### src/hw/rtl/sfc_pkg.sv
// ----------------------------------------------------------------------------
// sfc_pkg
// Shared types and constants for the sphere frustum cull pipeline.
// ----------------------------------------------------------------------------
`default_nettype none

package sfc_pkg;

  // Configuration register indexes
  localparam logic [2:0] REG_ORIGIN = 3'd0;
  localparam logic [2:0] REG_TILT   = 3'd1;
  localparam logic [2:0] REG_FWD    = 3'd2;
  localparam logic [2:0] REG_RIGHT  = 3'd3;
  localparam logic [2:0] REG_UP     = 3'd4;
  localparam logic [2:0] REG_SLOPES = 3'd5;
  localparam logic [2:0] REG_LIMITS = 3'd6;

  // Radius growth: about 1.02 in Q.16 and 0.001 in Q.26
  localparam logic [36:0] RAD_GROW = 37'd66847;
  localparam logic [36:0] RAD_BIAS = 37'd67109;
  // Smallest depth used by the screen size test, about 0.1 in Q.26
  localparam logic signed [45:0] MIN_DEPTH = 46'sd6710886;

  typedef struct packed {
    logic signed [20:0] ox;
    logic signed [20:0] oy;
    logic signed [20:0] oz;
    logic signed [19:0] ys;
    logic signed [19:0] yz;
    logic signed [19:0] zs;
    logic signed [19:0] fx;
    logic signed [19:0] fy;
    logic signed [19:0] fz;
    logic signed [19:0] rx;
    logic signed [19:0] ry;
    logic signed [19:0] rz;
    logic signed [19:0] ux;
    logic signed [19:0] uy;
    logic signed [19:0] uz;
  } proj_cfg_t;

  typedef struct packed {
    logic [15:0] tanx;
    logic [15:0] tany;
    logic [15:0] sclx;
    logic [15:0] scly;
    logic [23:0] ppu;
    logic [15:0] minpix;
    logic [15:0] padpd;
  } test_cfg_t;

  // Camera space rock: grown radius, depth and side distances, all Q.26
  typedef struct packed {
    logic [36:0]        r;
    logic signed [45:0] z;
    logic [44:0]        ax;
    logic [44:0]        ay;
  } proj_res_t;

endpackage

`default_nettype wire

### src/hw/rtl/sfc_cfg.sv
// ----------------------------------------------------------------------------
// sfc_cfg
// Configuration register file; unpacks fields for the pipeline.
// ----------------------------------------------------------------------------
`default_nettype none

module sfc_cfg (
  input  wire logic              clk,
  input  wire logic              rst,
  input  wire logic              cfg_valid,
  input  wire logic [2:0]        cfg_index,
  input  wire logic [63:0]       cfg_data,
  output sfc_pkg::proj_cfg_t     pcfg,
  output sfc_pkg::test_cfg_t     tcfg
);
  import sfc_pkg::*;

  logic [62:0] origin;
  logic [59:0] tilt;
  logic [59:0] fwd;
  logic [59:0] rgt;
  logic [59:0] up;
  logic [63:0] slopes;
  logic [55:0] limits;

  always_ff @(posedge clk) begin
    if (rst) begin
      origin <= '0;
      tilt   <= '0;
      fwd    <= '0;
      rgt    <= '0;
      up     <= '0;
      slopes <= '0;
      limits <= '0;
    end else if (cfg_valid) begin
      case (cfg_index)
        REG_ORIGIN: origin <= cfg_data[62:0];
        REG_TILT:   tilt   <= cfg_data[59:0];
        REG_FWD:    fwd    <= cfg_data[59:0];
        REG_RIGHT:  rgt    <= cfg_data[59:0];
        REG_UP:     up     <= cfg_data[59:0];
        REG_SLOPES: slopes <= cfg_data;
        REG_LIMITS: limits <= cfg_data[55:0];
        default: ; // drop writes to unknown indexes
      endcase
    end
  end

  always_comb begin
    pcfg.ox = origin[20:0];
    pcfg.oy = origin[41:21];
    pcfg.oz = origin[62:42];
    pcfg.ys = tilt[19:0];
    pcfg.yz = tilt[39:20];
    pcfg.zs = tilt[59:40];
    pcfg.fx = fwd[19:0];
    pcfg.fy = fwd[39:20];
    pcfg.fz = fwd[59:40];
    pcfg.rx = rgt[19:0];
    pcfg.ry = rgt[39:20];
    pcfg.rz = rgt[59:40];
    pcfg.ux = up[19:0];
    pcfg.uy = up[39:20];
    pcfg.uz = up[59:40];
    tcfg.tanx   = slopes[15:0];
    tcfg.tany   = slopes[31:16];
    tcfg.sclx   = slopes[47:32];
    tcfg.scly   = slopes[63:48];
    tcfg.ppu    = limits[23:0];
    tcfg.minpix = limits[39:24];
    tcfg.padpd  = limits[55:40];
  end

endmodule

`default_nettype wire

### config.mk
export PLATFORM = sky130hd
export DESIGN_NAME = sfc_cfg
export DESIGN_NICKNAME = d
export VERILOG_FILES = /design/src/hw/rtl/sfc_pkg.sv /design/src/hw/rtl/sfc_cfg.sv
export SDC_FILE = /design/constraint.sdc
export NUM_CORES = 1
export LEC_CHECK = 0
export ABC_AREA = 0
export BUFFER_PORTS_ARGS = -buffer_cell sky130_fd_sc_hd__buf_2
export CORE_UTILIZATION = 35
export CTS_CLUSTER_DIAMETER = 30
export DETAILED_ROUTE_END_ITERATION = 12
export MAX_ROUTING_LAYER = met4
export PLACE_DENSITY = 0.7
export SLEW_MARGIN = 20
export SYNTH_ARGS = -nofsm -noshare
export SYNTH_HDL_FRONTEND = slang
export SYNTH_SLANG_ARGS = --single-unit
### constraint.sdc
create_clock -name clk -period 3 [get_ports clk]
set_clock_uncertainty 0.05 [all_clocks]
set_input_delay 0.45 -clock clk [delete_from_list [all_inputs] [get_ports clk]]
set_output_delay 0.45 -clock clk [all_outputs]
set_load 0.01 [all_outputs]
After elaboration in Yosys (flattened, before gate mapping) --
Index checks and enable logic that the tools add are counted.
Storage, ports and cells: register bits 423, input bits 70, output and inout bits 423, logic and storage cells 21
Cells by class: eq/ne operators 6, reduce and logical (&&, ||, !) cells 8
Operators by type and width (count):
- $reduce_and A2 Y1 | 7
- $eq A3 B3 Y1 const B | 3
- $eq A3 B2 Y1 const B | 2
- $eq A3 B1 Y1 const B | 1
- $logic_not A3 Y1 | 1

Longest topological paths before layout --
depth after elaboration 2, depth in mapped cells 6, gate-level depth less buffers 2

Least setup slack after synthesis --
Ideal clock, no wire load.
path kind in2reg, start input port cfg_index[1], end register origin[55], setup time 125 ps, arrival time 1494 ps, required time 2825 ps, path slack 1330 ps, cell stages on the path 5, path buffers 3, cells stage by stage buf_2 > or4b_4 > buf_6 > buf_8 > mux2i_1
On the way: cells in the longest elaborated chain, start to end 2
RTL lines:
- start, declared | line sfc_cfg.sv:11 | input wire logic [2:0] cfg_index,
- $logic_not A3 Y1 | line sfc_cfg.sv:36 | case (cfg_index)
- $reduce_and A2 Y1 (no line)
- end signal, assigned | line sfc_cfg.sv:37 | REG_ORIGIN: origin <= cfg_data[62:0];
- end, declared | line sfc_cfg.sv:18 | logic [62:0] origin;
Every way passes these cells. A chain may end at the register's enable or synchronous reset.

Worst setup path in the final report --
start register fwd[17], end output port pcfg[177] in the netlist's numbering
RTL lines:
- start, declared | line sfc_cfg.sv:20 | logic [59:0] fwd;
- start signal, assigned | line sfc_cfg.sv:39 | REG_FWD: fwd <= cfg_data[59:0];
- end, declared | line sfc_cfg.sv:13 | output sfc_pkg::proj_cfg_t pcfg,
No word-level cell between the ends.

==> flow_summary.json <==
{
  "outcome": "complete, no violations",
  "synthesis.area_sq_mm": 0.0164,
  "worstHoldPathCells": 3,
  "timing.final.crit_share_pct": 54.4,
  "grt_max_degree": 116,
  "yosysTopAreaCell": "dfxtp_1",
  "finalSetupTns_ps": 0,
  "rsz0062_at_grt": "no",
  "start_util_pct": 35.7,
  "grt_pass1_vias": 12500,
  "switching_power_w": 0.00394,
  "postRouteAntennaNets": 0,
  "place_congestion": 0.829,
  "hold_ws_ps": 84.0,
  "cellLeakagePower_nw": 12.1,
  "worstSkewPairLatency_ps": 610,
  "path_class": "reg -> out",
  "ctsResizeCount": 0,
  "clk_path_buf_depth": 3,
  "synth.area.top_cells": "dfxtp_1 52%, mux2i_1 26%, nand2b_1 19%, clkbuf_1 1.4%, buf_2 1.2%",
  "crit_fanout": 2,
  "intPower_w": 0.0135,
  "avgSynthCellArea_sq_um": 11.3,
  "crit_chain": "buf_2",
  "vdd_drop_max_uv": 482,
  "cts-htree-levels": 3,
  "r2r_end": "origin[26]",
  "total_power_w": 0.0175,
  "relSlewSlack_pct": 49.9,
  "wl_per_cell_microns": 18.4,
  "fin_nets": 2029,
  "cp_num_buf_inv": 1,
  "overflow": 0,
  "critical-path-top-delay-family": "flip-flops",
  "swShare_pct": 22.6,
  "end_kind": "output port",
  "rrSetupSlack_ps": 2260,
  "syn_to_final_growth_pct": 39.4,
  "core_sq_mm": 0.0458,
  "r2r-start": "origin[26]",
  "antenna_found_initial": 1,
  "cap_violations": 0,
  "hold_violations": 0,
  "crit_arrival_ps": 1130,
  "drv_slew": 0,
  "vias": 12300,
  "grt_pass1_wl_microns": 72800,
  "drc_errors": 0,
  "critPathMaxStageDelay_ps": 360,
  "pwr-share-seq_pct": 33.3,
  "cts_buffers": 97,
  "hpwl_microns": 32900,
  "die_y_microns": 218,
  "pin_count": 493,
  "combinationalPowerShare_pct": 4.8,
  "vias_per_cell": 4.67,
  "holdBufCountCts": 0,
  "die_x_microns": 218,
  "synth_cells": 1450,
  "reg2reg_depth": 2,
  "period_minus_slack_ps": 1630,
  "synth_top_area_share_pct": 51.8,
  "place_ws_ps": 779,
  "yosysWarningCount": 0,
  "power.density_mw_per_mm2": 767,
  "worst_pin_slew_ps": 750,
  "design_area_sq_mm": 0.0228,
  "required_ps": 2500,
  "clkPwrFrac_pct": 61.9,
  "worstHoldEndpoint": "slopes[63]",
  "synthesis.nets": 1520,
  "cts_root_buf": "clkbuf_16",
  "ys_seq_area_share_pct": 51.8,
  "drtPass1Iterations": 4,
  "drive_gt1_share_pct": 33.9,
  "placed_cell_area_sq_mm": 0.0194,
  "cp-start-kind": "flip-flop",
  "hold_class": "in -> reg",
  "clock_sinks": 423,
  "drt-initial-drc-count": 455,
  "rows": 78,
  "synth-seq-cells": 423,
  "synth_cell_type_count": 14,
  "grtUsageTotal_pct": 20.4,
  "cp_slowest_cell": "dfxtp_1",
  "postCtsSetupBuffers": 0,
  "fin_ws_ps": 1370,
  "hold_start": "cfg_data[63]",
  "wirelength_microns": 48600,
  "cts_tree": "built",
  "max_freq_mhz": 613,
  "setup_viol": 0,
  "io_buffers": 492,
  "die-area_sq_mm": 0.0476,
  "clk_pin_slew_worst_paths_ps": 50
}
## synth_stat cells, drive strengths merged
cell type  count
nand4bb        3
and4bb         1
clkbuf        60
and4b          1
buf           47
nor4b          1
nand4b         3
or4b           1
mux2i        423
dfxtp        423
nand2b       487
## layer usage
metal | up-vias | track usage (%) | routed length (microns)
met1 | 5915 | 22.4 | 19800
met3 | 122 | 5.73 | 3080
li1 | 5864 | - | -
met5 | - | - | 0
met2 | 426 | 33.4 | 23700
met4 | 0 | 11.0 | 2030
## layout make-up
| class | instances | area [sq um] |
|---|---|---|
| fill | 4121 | 23000 |
| sequential | 423 | 8470 |
| multi-input combinational | 920 | 7450 |
| timing repair buffer | 517 | 2720 |
| clock buffer | 115 | 2570 |
| clock inverter | 66 | 842 |
| tap | 600 | 751 |
| antenna | 1 | 2.50 |
## worst register-to-register path, stage by stage (launching register included)
cell	delay [ps]
dfxtp_1	330
nand2b_1	90
mux2i_1	180
## power by group through the flow
| stage | clock, W | combinational (W) | sequential, W |
|---|---|---|---|
| after global placement | 0 | 0.000834 | 0.00592 |
| after floorplan | 0 | 0.000441 | 0.00598 |
| after detailed placement | 0 | 0.000847 | 0.00593 |
| after CTS | 0.0110 | 0.000852 | 0.00583 |
| final | 0.0108 | 0.000842 | 0.00583 |
| after global routing | 0.0113 | 0.000898 | 0.00583 |
## worst max-delay path by stage
stage	startpoint	end	slack [ps]	depth (start not counted)
2_1_floorplan	cfg_index[1]	origin[55]	1330	5
3_3_place_gp	cfg_index[2]	fwd[42]	800	4
3_5_place_dp	cfg_index[2]	fwd[6]	780	4
4_1_cts	fwd[17]	pcfg[177]	1310	1
5_1_grt	fwd[17]	pcfg[177]	1290	1
6_report	fwd[17]	pcfg[177]	1370	1
## sequential cells by signal, indices dropped and copies added, names as in the netlist
name    cells
rgt        60
fwd        60
limits     56
up         60
slopes     64
tilt       60
origin     63
## metrics by stage
stage,cells,utilization (%)
after floorplan,1450,-
after global placement,2460,42.4
after detailed placement,2460,42.4
after CTS,2641,49.8
after global routing,2642,49.8
final,2642,49.8
## layout by cell type (no fill, tap or decap), drive strengths merged, types with 3 or more instances in the layout
| master | instances |
|---|---|
| buf | 517 |
| nand2b | 487 |
| mux2i | 423 |
| dfxtp | 423 |
| clkbuf | 115 |
| clkinv | 30 |
| bufinv | 15 |
| clkinvlp | 11 |
| inv | 10 |
| nand4bb | 3 |
| nand4b | 3 |
## logic make-up (layout without fill, tap and decap cells)
family / count (synthesis) / in the layout / synth area share (%)
buf+inv: 107 / 698 / 3.04
flops: 423 / 423 / 51.8
mux: 423 / 423 / 25.9
other cells: 0 / 1 / 0
simple gates: 497 / 497 / 19.3
Note: power is estimated with default switching activity, not from simulation.
